`src/design/mzvt_pkg.sv`:
```
// ----------------------------------------------------------------------------
// mzvt_pkg - shared types and codes for the multi-zone valve timer
// Command codes, the decoded command word passed from the front end to the
// back end, and the result word.
// ----------------------------------------------------------------------------
`default_nettype none

package mzvt_pkg;

    // Width of the zone mask and of the per-zone result vectors
    localparam int MASK_W = 3;

    // Raw command codes on the mode port
    localparam logic [3:0] MODE_TICK      = 4'd0;
    localparam logic [3:0] MODE_START     = 4'd1;
    localparam logic [3:0] MODE_ADD       = 4'd2;
    localparam logic [3:0] MODE_PAUSE     = 4'd3;
    localparam logic [3:0] MODE_STOP      = 4'd4;
    localparam logic [3:0] MODE_SET_OVR   = 4'd5;
    localparam logic [3:0] MODE_FLIP_OVR  = 4'd6;
    localparam logic [3:0] MODE_SLEEP     = 4'd7;
    localparam logic [3:0] MODE_DEEP      = 4'd8;
    localparam logic [3:0] MODE_WAKE      = 4'd9;
    localparam logic [3:0] MODE_HZ_SET    = 4'd10;
    localparam logic [3:0] MODE_HZ_CLR    = 4'd11;
    localparam logic [3:0] MODE_HZ_FLIP   = 4'd12;
    localparam logic [3:0] MODE_CLEAR     = 4'd13;
    localparam logic [3:0] MODE_STATUS    = 4'd14;

    // Decoded operation carried to the back end
    typedef enum logic [3:0] {
        OP_NONE,
        OP_TICK,
        OP_START,
        OP_ADD,
        OP_PAUSE,
        OP_STOP,
        OP_SET_OVR,
        OP_FLIP_OVR,
        OP_SLEEP,
        OP_DEEP,
        OP_WAKE,
        OP_HZ_SET,
        OP_HZ_CLR,
        OP_HZ_FLIP,
        OP_CLEAR
    } t_op;

    typedef struct packed {
        t_op               op;
        logic [MASK_W-1:0] sel;          // zone select, limited to existing zones
        logic [7:0]        dur;
        logic              ovr;
        logic [1:0]        stat_zone;
        logic              stat_valid;   // stat_zone names an existing zone
    } t_cmd;

    typedef struct packed {
        logic [MASK_W-1:0] drive;
        logic [MASK_W-1:0] ovr_mask;
        logic              hazard;
        logic              deep;
        logic [7:0]        sleep;
        logic [7:0]        spray;
        logic [7:0]        pause;
    } t_result;

endpackage

`default_nettype wire

```
`src/design/mzvt_fifo.sv`:
```
// ----------------------------------------------------------------------------
// mzvt_fifo - small register queue
// Push/full on the write side, pop/empty on the read side; head word is
// presented while not empty. Push and pop may occur in the same cycle.
// ----------------------------------------------------------------------------
`default_nettype none

module mzvt_fifo #(
    parameter int WIDTH = 32,
    parameter int DEPTH = 2
) (
    input  wire logic             i_clk,
    input  wire logic             i_rst_n,
    input  wire logic             i_push,
    input  wire logic [WIDTH-1:0] i_data,
    output logic                  o_full,
    input  wire logic             i_pop,
    output logic [WIDTH-1:0]      o_data,
    output logic                  o_empty
);

    localparam int PW = (DEPTH > 1) ? $clog2(DEPTH) : 1;
    localparam int CW = $clog2(DEPTH + 1);
    localparam logic [PW-1:0] LAST = PW'(DEPTH - 1);

    logic [WIDTH-1:0] r_mem [DEPTH];
    logic [PW-1:0]    r_wr_ptr, n_wr_ptr;
    logic [PW-1:0]    r_rd_ptr, n_rd_ptr;
    logic [CW-1:0]    r_count, n_count;
    logic             w_do_push, w_do_pop;

    assign o_full    = (r_count == CW'(DEPTH));
    assign o_empty   = (r_count == '0);
    assign w_do_push = i_push && !o_full;
    assign w_do_pop  = i_pop && !o_empty;
    assign o_data    = r_mem[r_rd_ptr];

    always_comb begin
        n_wr_ptr = r_wr_ptr;
        n_rd_ptr = r_rd_ptr;
        n_count  = r_count;
        if (w_do_push) begin
            n_wr_ptr = (r_wr_ptr == LAST) ? '0 : r_wr_ptr + PW'(1);
        end
        if (w_do_pop) begin
            n_rd_ptr = (r_rd_ptr == LAST) ? '0 : r_rd_ptr + PW'(1);
        end
        if (w_do_push && !w_do_pop) begin
            n_count = r_count + CW'(1);
        end else if (w_do_pop && !w_do_push) begin
            n_count = r_count - CW'(1);
        end
    end

    always_ff @(posedge i_clk) begin
        if (!i_rst_n) begin
            r_wr_ptr <= '0;
            r_rd_ptr <= '0;
            r_count  <= '0;
        end else begin
            r_wr_ptr <= n_wr_ptr;
            r_rd_ptr <= n_rd_ptr;
            r_count  <= n_count;
        end
    end

    // Storage: write at the tail only
    always_ff @(posedge i_clk) begin
        if (w_do_push) begin
            r_mem[r_wr_ptr] <= i_data;
        end
    end

    a_count_bound: assert property (@(posedge i_clk) disable iff (!i_rst_n)
        r_count <= CW'(DEPTH))
        else $error("fifo count beyond depth");

    a_count_up: assert property (@(posedge i_clk) disable iff (!i_rst_n)
        (w_do_push && !w_do_pop) |=> (r_count == $past(r_count) + CW'(1)))
        else $error("fifo count did not advance on push");

    a_ptr_gap: assert property (@(posedge i_clk) disable iff (!i_rst_n)
        (r_count != '0 && r_count != CW'(DEPTH)) |-> (r_wr_ptr != r_rd_ptr))
        else $error("fifo pointers collide while partly filled");

endmodule

`default_nettype wire

```
`src/design/mzvt_front.sv`:
```
// ----------------------------------------------------------------------------
// mzvt_front - command intake and decode
// Accepts words from the input channel and turns the raw mode into an
// operation, trims the zone mask and checks the status zone.
// ----------------------------------------------------------------------------
`default_nettype none

module mzvt_front
    import mzvt_pkg::*;
#(
    parameter int ZONES = 3
) (
    input  wire logic              i_push,
    output logic                   o_full,
    input  wire logic [3:0]        i_mode,
    input  wire logic [MASK_W-1:0] i_zone_mask,
    input  wire logic [7:0]        i_duration,
    input  wire logic              i_override_value,
    input  wire logic [1:0]        i_status_zone,
    input  wire logic              i_q_full,
    output logic                   o_q_push,
    output t_cmd                   o_cmd
);

    localparam int OUT_Z = (ZONES < MASK_W) ? ZONES : MASK_W;

    t_op               w_op;
    logic [MASK_W-1:0] w_sel;

    assign o_full   = i_q_full;
    assign o_q_push = i_push && !i_q_full;

    always_comb begin
        case (i_mode)
            MODE_TICK:     w_op = OP_TICK;
            MODE_START:    w_op = OP_START;
            MODE_ADD:      w_op = OP_ADD;
            MODE_PAUSE:    w_op = OP_PAUSE;
            MODE_STOP:     w_op = OP_STOP;
            MODE_SET_OVR:  w_op = OP_SET_OVR;
            MODE_FLIP_OVR: w_op = OP_FLIP_OVR;
            MODE_SLEEP:    w_op = OP_SLEEP;
            MODE_DEEP:     w_op = OP_DEEP;
            MODE_WAKE:     w_op = OP_WAKE;
            MODE_HZ_SET:   w_op = OP_HZ_SET;
            MODE_HZ_CLR:   w_op = OP_HZ_CLR;
            MODE_HZ_FLIP:  w_op = OP_HZ_FLIP;
            MODE_CLEAR:    w_op = OP_CLEAR;
            MODE_STATUS:   w_op = OP_NONE;
            default:       w_op = OP_NONE;
        endcase
    end

    // Drop mask bits for zones that do not exist
    always_comb begin
        w_sel = '0;
        for (int z = 0; z < OUT_Z; z++) begin
            w_sel[z] = i_zone_mask[z];
        end
    end

    always_comb begin
        o_cmd            = '0;
        o_cmd.op         = w_op;
        o_cmd.sel        = w_sel;
        o_cmd.dur        = i_duration;
        o_cmd.ovr        = i_override_value;
        o_cmd.stat_zone  = i_status_zone;
        o_cmd.stat_valid = (int'(i_status_zone) < ZONES);
    end

endmodule

`default_nettype wire

```
`src/design/mzvt_back.sv`:
```
// ----------------------------------------------------------------------------
// mzvt_back - zone state and command execution
// Holds per-zone counters and flags, applies one decoded command a cycle while
// the result queue has room, and forms the status word from the updated state.
// ----------------------------------------------------------------------------
`default_nettype none

module mzvt_back
    import mzvt_pkg::*;
#(
    parameter int ZONES = 3
) (
    input  wire logic i_clk,
    input  wire logic i_rst_n,
    input  wire logic i_cmd_empty,
    input  wire t_cmd i_cmd,
    output logic      o_cmd_pop,
    input  wire logic i_res_full,
    output logic      o_res_push,
    output t_result   o_res
);

    localparam int OUT_Z = (ZONES < MASK_W) ? ZONES : MASK_W;

    logic [7:0]        r_spray [ZONES];
    logic [7:0]        n_spray [ZONES];
    logic [7:0]        r_pause [ZONES];
    logic [7:0]        n_pause [ZONES];
    logic              r_ovr   [ZONES];
    logic              n_ovr   [ZONES];
    logic [7:0]        r_sleep, n_sleep;
    logic              r_deep, n_deep;
    logic              r_hazard, n_hazard;
    logic [MASK_W-1:0] r_drive, n_drive;
    logic [7:0]        w_sleep_dec;
    logic              w_fire;

    assign w_fire      = !i_cmd_empty && !i_res_full;
    assign o_cmd_pop   = w_fire;
    assign o_res_push  = w_fire;
    assign w_sleep_dec = (r_sleep != 8'd0) ? r_sleep - 8'd1 : r_sleep;

    always_comb begin
        n_spray  = r_spray;
        n_pause  = r_pause;
        n_ovr    = r_ovr;
        n_sleep  = r_sleep;
        n_deep   = r_deep;
        n_hazard = r_hazard;
        n_drive  = r_drive;
        if (w_fire) begin
            case (i_cmd.op)
                OP_TICK: begin
                    n_sleep = w_sleep_dec;
                    for (int z = 0; z < ZONES; z++) begin
                        if (r_spray[z] != 8'd0) n_spray[z] = r_spray[z] - 8'd1;
                        if (r_pause[z] != 8'd0) n_pause[z] = r_pause[z] - 8'd1;
                    end
                    n_drive = '0;
                    for (int z = 0; z < OUT_Z; z++) begin
                        n_drive[z] = !r_hazard && (r_ovr[z] ||
                            (n_spray[z] != 8'd0 && n_pause[z] == 8'd0 &&
                             w_sleep_dec == 8'd0 && !r_deep));
                    end
                end
                OP_START: begin
                    for (int z = 0; z < OUT_Z; z++)
                        if (i_cmd.sel[z]) n_spray[z] = i_cmd.dur;
                end
                OP_ADD: begin
                    for (int z = 0; z < OUT_Z; z++)
                        if (i_cmd.sel[z]) n_spray[z] = r_spray[z] + i_cmd.dur;
                end
                OP_PAUSE: begin
                    for (int z = 0; z < OUT_Z; z++)
                        if (i_cmd.sel[z]) n_pause[z] = i_cmd.dur;
                end
                OP_STOP: begin
                    for (int z = 0; z < OUT_Z; z++)
                        if (i_cmd.sel[z]) n_spray[z] = 8'd0;
                end
                OP_SET_OVR: begin
                    for (int z = 0; z < OUT_Z; z++)
                        if (i_cmd.sel[z]) n_ovr[z] = i_cmd.ovr;
                end
                OP_FLIP_OVR: begin
                    // every selected zone takes the inverse of zone 0's old bit
                    for (int z = 0; z < OUT_Z; z++)
                        if (i_cmd.sel[z]) n_ovr[z] = !r_ovr[0];
                end
                OP_SLEEP:   n_sleep = i_cmd.dur;
                OP_DEEP:    n_deep = 1'b1;
                OP_WAKE: begin
                    n_sleep = 8'd0;
                    n_deep  = 1'b0;
                end
                OP_HZ_SET:  n_hazard = 1'b1;
                OP_HZ_CLR:  n_hazard = 1'b0;
                OP_HZ_FLIP: n_hazard = !r_hazard;
                OP_CLEAR: begin
                    for (int z = 0; z < ZONES; z++) begin
                        n_spray[z] = 8'd0;
                        n_pause[z] = 8'd0;
                        n_ovr[z]   = 1'b0;
                    end
                    n_deep   = 1'b0;
                    n_hazard = 1'b0;
                end
                default: ;
            endcase
        end
    end

    // Status word from the state after this command
    always_comb begin
        o_res        = '0;
        o_res.drive  = n_drive;
        o_res.hazard = n_hazard;
        o_res.deep   = n_deep;
        o_res.sleep  = n_sleep;
        for (int z = 0; z < OUT_Z; z++) begin
            o_res.ovr_mask[z] = n_ovr[z];
        end
        for (int z = 0; z < ZONES; z++) begin
            if (i_cmd.stat_valid && int'(i_cmd.stat_zone) == z) begin
                o_res.spray = n_spray[z];
                o_res.pause = n_pause[z];
            end
        end
    end

    always_ff @(posedge i_clk) begin
        if (!i_rst_n) begin
            for (int z = 0; z < ZONES; z++) begin
                r_spray[z] <= 8'd0;
                r_pause[z] <= 8'd0;
                r_ovr[z]   <= 1'b0;
            end
            r_sleep  <= 8'd0;
            r_deep   <= 1'b0;
            r_hazard <= 1'b0;
            r_drive  <= '0;
        end else begin
            r_spray  <= n_spray;
            r_pause  <= n_pause;
            r_ovr    <= n_ovr;
            r_sleep  <= n_sleep;
            r_deep   <= n_deep;
            r_hazard <= n_hazard;
            r_drive  <= n_drive;
        end
    end

    a_hazard_blocks: assert property (@(posedge i_clk) disable iff (!i_rst_n)
        (w_fire && i_cmd.op == OP_TICK && r_hazard) |=> (r_drive == '0))
        else $error("drive on after tick under hazard");

    a_drive_tick_only: assert property (@(posedge i_clk) disable iff (!i_rst_n)
        !(w_fire && i_cmd.op == OP_TICK) |=> $stable(r_drive))
        else $error("drive changed without a tick");

    a_clear_flags: assert property (@(posedge i_clk) disable iff (!i_rst_n)
        (w_fire && i_cmd.op == OP_CLEAR) |=> (!r_hazard && !r_deep))
        else $error("clear left hazard or deep sleep set");

endmodule

`default_nettype wire

```
`src/design/multi_zone_valve_timer.sv`:
```
// ----------------------------------------------------------------------------
// multi_zone_valve_timer - irrigation valve controller for several zones
// Per-zone spray and pause countdowns with manual override, global sleep,
// deep sleep and hazard; drive bits are recomputed on each tick.
// ----------------------------------------------------------------------------
// Usage:
//   Input channel: present a command word on i_mode and its fields, raise
//   push; the word is taken on a clock edge with push high and full low.
//   Result channel: while empty is low the status word for the oldest
//   command sits on the o_ ports; raise pop to take it.
//   Every command gives exactly one status word, reflecting the state after
//   that command. Drive bits change on tick commands only.
//   A taken word is registered in the command queue, then the back end applies
//   it and writes its status word into the result queue.
//   Throughput: one word per cycle while pop keeps the result queue from
//   filling, set by the back end updating the zone registers for each word.
//   Stall: when pop stays low the two-entry result queue fills, the back
//   end holds, then the two-entry command queue fills and full rises.
//   Reset (i_rst_n low, synchronous): clears all counters, flags, drive
//   bits and both queues.
// ----------------------------------------------------------------------------
`default_nettype none

module multi_zone_valve_timer
    import mzvt_pkg::*;
#(
    parameter int ZONES = 3
) (
    input  wire logic              i_clk,
    input  wire logic              i_rst_n,
    // command channel
    input  wire logic              push,
    output logic                   full,
    input  wire logic [3:0]        i_mode,
    input  wire logic [MASK_W-1:0] i_zone_mask,
    input  wire logic [7:0]        i_duration,
    input  wire logic              i_override_value,
    input  wire logic [1:0]        i_status_zone,
    // status channel
    output logic                   empty,
    input  wire logic              pop,
    output logic [MASK_W-1:0]      o_zone_drive,
    output logic [MASK_W-1:0]      o_override_mask,
    output logic                   o_hazard_active,
    output logic                   o_deep_asleep,
    output logic [7:0]             o_sleep_left,
    output logic [7:0]             o_spray_left,
    output logic [7:0]             o_pause_left
);

    localparam int QDEPTH = 2;

    t_cmd    w_cmd_in, w_cmd_out;
    t_result w_res_in, w_res_out;
    logic    w_cq_push, w_cq_full, w_cq_pop, w_cq_empty;
    logic    w_rq_push, w_rq_full;

    // Front end: take words and decode them
    mzvt_front #(.ZONES(ZONES)) u_front (
        .i_push           (push),
        .o_full           (full),
        .i_mode           (i_mode),
        .i_zone_mask      (i_zone_mask),
        .i_duration       (i_duration),
        .i_override_value (i_override_value),
        .i_status_zone    (i_status_zone),
        .i_q_full         (w_cq_full),
        .o_q_push         (w_cq_push),
        .o_cmd            (w_cmd_in)
    );

    // Decoded command queue between front and back
    mzvt_fifo #(.WIDTH($bits(t_cmd)), .DEPTH(QDEPTH)) u_cmd_q (
        .i_clk   (i_clk),
        .i_rst_n (i_rst_n),
        .i_push  (w_cq_push),
        .i_data  (w_cmd_in),
        .o_full  (w_cq_full),
        .i_pop   (w_cq_pop),
        .o_data  (w_cmd_out),
        .o_empty (w_cq_empty)
    );

    // Back end: advance counters and flags, build the status word
    mzvt_back #(.ZONES(ZONES)) u_back (
        .i_clk       (i_clk),
        .i_rst_n     (i_rst_n),
        .i_cmd_empty (w_cq_empty),
        .i_cmd       (w_cmd_out),
        .o_cmd_pop   (w_cq_pop),
        .i_res_full  (w_rq_full),
        .o_res_push  (w_rq_push),
        .o_res       (w_res_in)
    );

    // Result queue: hold status words while the receiver stalls
    mzvt_fifo #(.WIDTH($bits(t_result)), .DEPTH(QDEPTH)) u_res_q (
        .i_clk   (i_clk),
        .i_rst_n (i_rst_n),
        .i_push  (w_rq_push),
        .i_data  (w_res_in),
        .o_full  (w_rq_full),
        .i_pop   (pop),
        .o_data  (w_res_out),
        .o_empty (empty)
    );

    assign o_zone_drive    = w_res_out.drive;
    assign o_override_mask = w_res_out.ovr_mask;
    assign o_hazard_active = w_res_out.hazard;
    assign o_deep_asleep   = w_res_out.deep;
    assign o_sleep_left    = w_res_out.sleep;
    assign o_spray_left    = w_res_out.spray;
    assign o_pause_left    = w_res_out.pause;

endmodule

`default_nettype wire

```
`config.mk`:
```
export PLATFORM = sky130hd
export DESIGN_NAME = multi_zone_valve_timer
export DESIGN_NICKNAME = d
export VERILOG_FILES = /design/src/design/mzvt_pkg.sv /design/src/design/mzvt_fifo.sv /design/src/design/mzvt_front.sv /design/src/design/mzvt_back.sv /design/src/design/multi_zone_valve_timer.sv
export SDC_FILE = /design/constraint.sdc
export NUM_CORES = 1
export LEC_CHECK = 0
export BUFFER_PORTS_ARGS = -buffer_cell sky130_fd_sc_hd__clkbuf_2
export CAP_MARGIN = 20
export CELL_PAD_IN_SITES_DETAIL_PLACEMENT = 0
export CELL_PAD_IN_SITES_GLOBAL_PLACEMENT = 2
export CORE_ASPECT_RATIO = 1.4
export CORE_MARGIN = 1
export CORE_UTILIZATION = 27
export CTS_CLUSTER_SIZE = 14
export DETAILED_ROUTE_END_ITERATION = 8
export GPL_ROUTABILITY_DRIVEN = 0
export GPL_TIMING_DRIVEN = 1
export PLACE_DENSITY_LB_ADDON = 0.1
export SLEW_MARGIN = 15
export SYNTH_ARGS = -nofsm -noshare
export SYNTH_HDL_FRONTEND = slang
export SYNTH_SLANG_ARGS = --single-unit
```
`constraint.sdc`:
```
create_clock -name i_clk -period 9.8 [get_ports i_clk]
set_input_delay 0.49 -clock i_clk [delete_from_list [all_inputs] [get_ports i_clk]]
set_output_delay 0.49 -clock i_clk [all_outputs]
set_load 0.02 [all_outputs]
```
# Yosys cells after proc, flatten, opt, wreduce, memory -nomap -nowiden
# Memories as Yosys holds them, arrays and structs flattened. A register that Yosys moved wholly into a read port is not among the register bits.
# Index checks and enable logic that the tools add are counted.
[word_totals]
reg_bits = 72
ramBits = 102
mem_bits_ro = 64
inputBits = 22
output_inout_bits = 34
elab_cells = 189
memories = 3
[mem_list]
columns = ["memory", "depth", "word_bits", "rd", "rd_ports_with_merged_regs", "wr", "line", "source"]
rows = [
  ["(no name shown)", 16, 4, 1, 0, 0, "mzvt_front.sv:34", "case (i_mode)"],
  ["u_res_q.r_mem", 2, 32, 1, 1, 1, "mzvt_fifo.sv:26", "logic [WIDTH-1:0] r_mem [DEPTH];"],
  ["u_cmd_q.r_mem", 2, 19, 1, 1, 1, "mzvt_fifo.sv:26", ""],
]
[op_classes]
n_addsub = 18
order_cmp = 1
eq_ne = 18
muxes = 70
n_reduce_logical = 60
[op_table]
columns = ["operator", "count"]
rows = [
  ["$mux W8", 32],
  ["$pmux W24 S5", 1],
  ["$reduce_bool A8 Y1", 10],
  ["$pmux W24 S3", 1],
  ["$sub A8 B1 Y8 const B", 7],
  ["$mux W16", 3],
  ["$mux W24", 2],
  ["$logic_not A8 Y1", 4],
  ["$eq A4 B4 Y1 const B", 7],
  ["$logic_and A1 B1 Y1", 25],
  ["$add A8 B8 Y8", 3],
  ["$pmux W8 S3", 1],
  ["$mux W1", 20],
  ["$eq A4 B3 Y1 const B", 4],
  ["$logic_not A1 Y1", 11],
  ["$mux W3", 3],
  ["$pmux W3 S3", 1],
  ["$eq A2 B2 Y1 const B", 4],
  ["$eq A4 B2 Y1 const B", 2],
  ["$mux W2", 4],
  ["$logic_not A2 Y1", 3],
  ["$add A1 B1 Y1 const B", 4],
  ["$add A2 B1 Y2 const B", 2],
  ["$eq A4 B1 Y1 const B", 1],
  ["other kinds (7)", 12],
]

# Logic depth before layout (Yosys ltp)
[logic_depth]
ltp_word = 12
depth_mapped = 16
depth_no_buf = 13

# By module
# A second synthesis with hierarchy kept.
[unflattened]
hier_cells = 1100
hier_area_um2 = 10726.5
[modules_own_cells]
columns = ["mod", "n_inst", "cells_per_inst", "area_per_inst_um2"]
rows = [
  ["mzvt_back", 1, 861, 6349.8],
  ["mzvt_fifo (u_res_q)", 1, 125, 2536.2],
  ["mzvt_fifo (u_cmd_q)", 1, 84, 1601.5],
  ["mzvt_front", 1, 30, 239.0],
]

# Least setup slack after synthesis
# No wires, ideal clock.
[synth_path]
path_type = "register -> register"
start = "register with a tool-made name"
end = "memory u_res_q.r_mem[0][10] (data pin)"
setup_time_ns = 0.261
arrival_ns = 3.411
path_slack_ns = 6.128
stages_incl_launch_ff = 16
n_path_buf = 3
period_less_slack_ns = 3.672
cell_sequence = "dfxtp_1 buf_4 buf_4 buf_4 mux2i_1 inv_1 ha_1 fa_1 xnor2_1 nor2_1 a211oi_1 o221ai_2 or3_1 o221ai_1 a21oi_1 o22a_1"
[synth_lines]
columns = ["element", "line"]
rows = [
  ["end, declared", "mzvt_fifo.sv:26"],
]

==> flow_metrics.py <==
metrics = {
    "run_status": {
        "status": "finished, final reports clean",
    },
    "placement": {
        "place_hpwl_um": 28600,
        "dp_slack_ns": 5.365,
        "portBuffers": 55,
    },
    "route": {
        "drtPass1Iterations": 5,
        "avgRoutedWirePerCell_um": 23.17,
        "drc": 0,
        "routed_wl_um": 39850,
        "via_count": 9100,
        "drt-initial-drc-count": 494,
        "avgViaCountPerCell": 5.291,
        "final_antenna_net_count": 0,
    },
    "cts": {
        "clk-insertion-delay-late_ns": 0.46,
        "cts-htree-levels": 4,
        "clk_path_buf_depth": 2,
        "cts.sink_count": 176,
        "ctsResizeCount": 0,
        "cts_setup_buffers": 0,
        "clockRootBuffer": "clkbuf_16",
        "cts.clk_slew.worst_paths_ns": 0.07,
        "cts.hold.buffers_added": 0,
        "cts_tree": "built",
        "numCtsBuffers": 17,
    },
    "die": {
        "fp.dieH_um": 236.8,
        "rows": 85,
        "fp.dieW_um": 169.7,
        "boundaryPins": 56,
        "core_mm2": 0.03861,
        "start_util_pct": 27.53,
        "die-area_mm2": 0.04017,
    },
    "cells_and_area": {
        "drive_gt1_share_pct": 14.36,
        "diodes": 0,
        "num-nets-final": 1250,
        "final_util_pct": 31.50,
        "syn_to_final_growth_pct": 14.42,
    },
    "worst_setup_path": {
        "cpMaxStageDelayCell": "dfxtp_2",
        "path_buf_inv": 2,
        "slowest_delay_ns": 0.94,
        "setup.worst_path.class": "flip-flop to flip-flop",
        "worstPathCellList": "mux2i_1, buf_4, inv_1, ha_1, fa_1, a21o_1, a21oi_1, xnor2_1, a211oi_1, o21ai_0, a211oi_1, o221ai_1",
        "crit_family": "compound AO/OA/AOI/OAI gates",
        "path_depth": 12,
        "crit_path_max_fanout": 42,
        "endpoint_kind": "flip-flop",
        "crit_top_cell": "a211oi_1",
        "cp.required_ns": 9.95,
        "start_kind": "flip-flop",
        "reg2reg_depth": 12,
        "arrival_ns": 4.55,
    },
    "global_routing": {
        "grt_max_degree": 43,
        "antenna_found_initial": 0,
        "grt_pass1_wl_um": 59700,
        "grt_pass1_vias": 9234,
        "grt_remaining_overflow": 0,
        "track_usage_pct": 20.37,
    },
    "synthesis": {
        "ys_async_sr_fraction_pct": 0,
        "seq_area_frac_synth_pct": 42.75,
        "netlist_instances": 1130,
        "syn_area_per_cell_um2": 9.406,
        "synth_area_mm2": 0.01063,
        "ys.flop_type": "edfxtp_1",
        "synth_cell_type_count": 76,
        "syn-num-nets": 1195,
        "ys_warn_count": 0,
        "ys_ff_latch": 176,
        "synth_edf_count": 102,
    },
    "pwr": {
        "p_comb_share_pct": 42.1,
        "seqPwrFrac_pct": 34.8,
        "p_per_area_mw_per_mm2": 248.2,
        "vdd_drop_max_uv": 126.4,
        "p_sw_mw": 1.269,
        "leakagePower_nw": 4.514,
        "internal_power_mw": 1.750,
        "clkPwrFrac_pct": 23.1,
        "switching_share_pct": 42.04,
    },
    "timing": {
        "period_needed_ns": 4.402,
        "fin_skew_ns": 0.01632,
        "finalMaxSlewViolations": 0,
        "setup_slack_ns": 5.398,
        "tightest_slew_ns": 1.042,
        "fmax_ghz": 0.2272,
        "fin_setup_tns_ns": 0,
        "rsz0062_at_grt": "no",
        "hold_viol_final": 0,
        "max_slew_margin_pct": 30.03,
        "setup_viol": 0,
        "min_period_over_period_pct": 44.92,
    },
    "hold_path": {
        "min_path_type": "input pin to flip-flop",
        "holdPathStages": 1,
    },
    "run": {
        "drv_cap": 0,
    },
}
cells by family after synthesis:
| kind of cell | after synthesis | synth area share (%) |
|---|---|---|
| buffers and inverters | 90 | 3.378 |
| AOI/OAI and AO/OA | 342 | 21.45 |
| adders and majority gates | 43 | 5.274 |
| muxes | 63 | 6.463 |
| and+or+nand+nor | 382 | 17.88 |
| DFF | 176 | 42.75 |
| xor gates and xnor gates | 34 | 2.802 |
worst register-to-register path, stage by stage, from the launching register on:
cell      delay, ns
dfxtp_2        0.94
mux2i_1        0.29
buf_4          0.24
inv_1          0.13
ha_1           0.24
fa_1           0.44
a21o_1         0.17
a21oi_1        0.22
xnor2_1        0.10
a211oi_1       0.31
o21ai_0        0.14
a211oi_1       0.62
o221ai_1       0.25
layout by cell type (no fill, tap or decap), types with 16 or more instances in the layout:
cell type  instances
xor2_1            16
inv_1             43
dfxtp_1           73
xnor2_1           18
or3_1             16
edfxtp_1         102
o21ai_0           70
nand2_1           84
a21oi_1           75
nand3_1           19
o22ai_1           33
clkbuf_2          55
mux2_2            39
nor2_1           108
mux2i_1           21
a22oi_1           16
and2_1            45
ha_1              40
nor3_1            44
clkbuf_16         17
buf_4             26
sequential cells by signal (all words and copies together), names as in the netlist, named ones only:
signal and count:
u_res_q.r_wr_ptr 1, u_back.r_deep 1, u_cmd_q.r_mem 38, u_cmd_q.r_count 2, u_back.r_drive 3, u_back.r_spray 24
u_cmd_q.r_rd_ptr 1, u_back.r_ovr 3, u_back.r_sleep 8, u_back.r_pause 24, u_res_q.r_rd_ptr 1, u_res_q.r_count 2
u_back.r_hazard 1, u_cmd_q.r_wr_ptr 1, u_res_q.r_mem 64
layout make-up:
cell class / instances / area, um2
fillers: 4107 / 26440
multi-input cells: 864 / 5737
flip-flops and latches: 176 / 4546
well taps: 522 / 653.1
repair buffers: 81 / 470.5
clock buffers: 18 / 439.2
inverters: 45 / 168.9
clock inverters: 14 / 147.6
per-layer routing:
layer | global-route usage [%] | share of wire (%) | vias up
met5 | 0 | 0 | -
met4 | 8.490 | 3.6 | 0
met3 | 2.591 | 2.3 | 65
met2 | 36.56 | 51 | 180
met1 | 24.12 | 43 | 4488
li1 | - | - | 4367
power by group through the flow:
stage                     clock [mW]  combinational [mW]  sequential [mW]
after floorplan                    0               0.829             1.02
after global placement             0                1.29             1.06
after detailed placement           0                1.29             1.07
after CTS                      0.718                1.29             1.05
after global routing           0.744                1.38             1.07
final                          0.697                1.27             1.05
path summary, 6_finish.rpt:
path | from | slack, ns | to
hold reg to reg | u_res_q.r_rd_ptr | 0.51 | u_res_q.r_rd_ptr
hold / removal | i_duration[3] | 0.22 | u_cmd_q.r_mem[0][7]
setup / recovery | flip-flop | 5.40 | u_res_q.r_mem[0][12]
setup reg to reg | flip-flop | 5.40 | u_res_q.r_mem[0][12]
stage by stage:
stage / instances / instance area [um2] / hold slack, ns / power (mW)
after floorplan: 1130 / 10630 / 0.4725 / 1.852
after detailed placement: 1688 / 11570 / 0.4919 / 2.355
after global routing: 1720 / 12160 / 0.2094 / 3.190
after global placement: 1688 / 11570 / 0.4911 / 2.359
after CTS: 1720 / 12160 / 0.2053 / 3.063
final: 1720 / 12160 / 0.2237 / 3.019
cell usage after synthesis, types with 29 or more instances:
cell | instances | share of area, %
nor2_1 | 109 | 3.8
edfxtp_1 | 102 | 29
nand2_1 | 84 | 3.0
a21oi_1 | 75 | 3.5
dfxtp_1 | 74 | 14
o21ai_0 | 70 | 3.3
and2_1 | 45 | 2.6
nor3_1 | 44 | 2.1
inv_1 | 43 | 1.5
ha_1 | 40 | 4.7
mux2_2 | 39 | 4.1
o22ai_1 | 33 | 1.9
clkbuf_1 | 29 | 1.0
(Power assumes the default switching activity.)
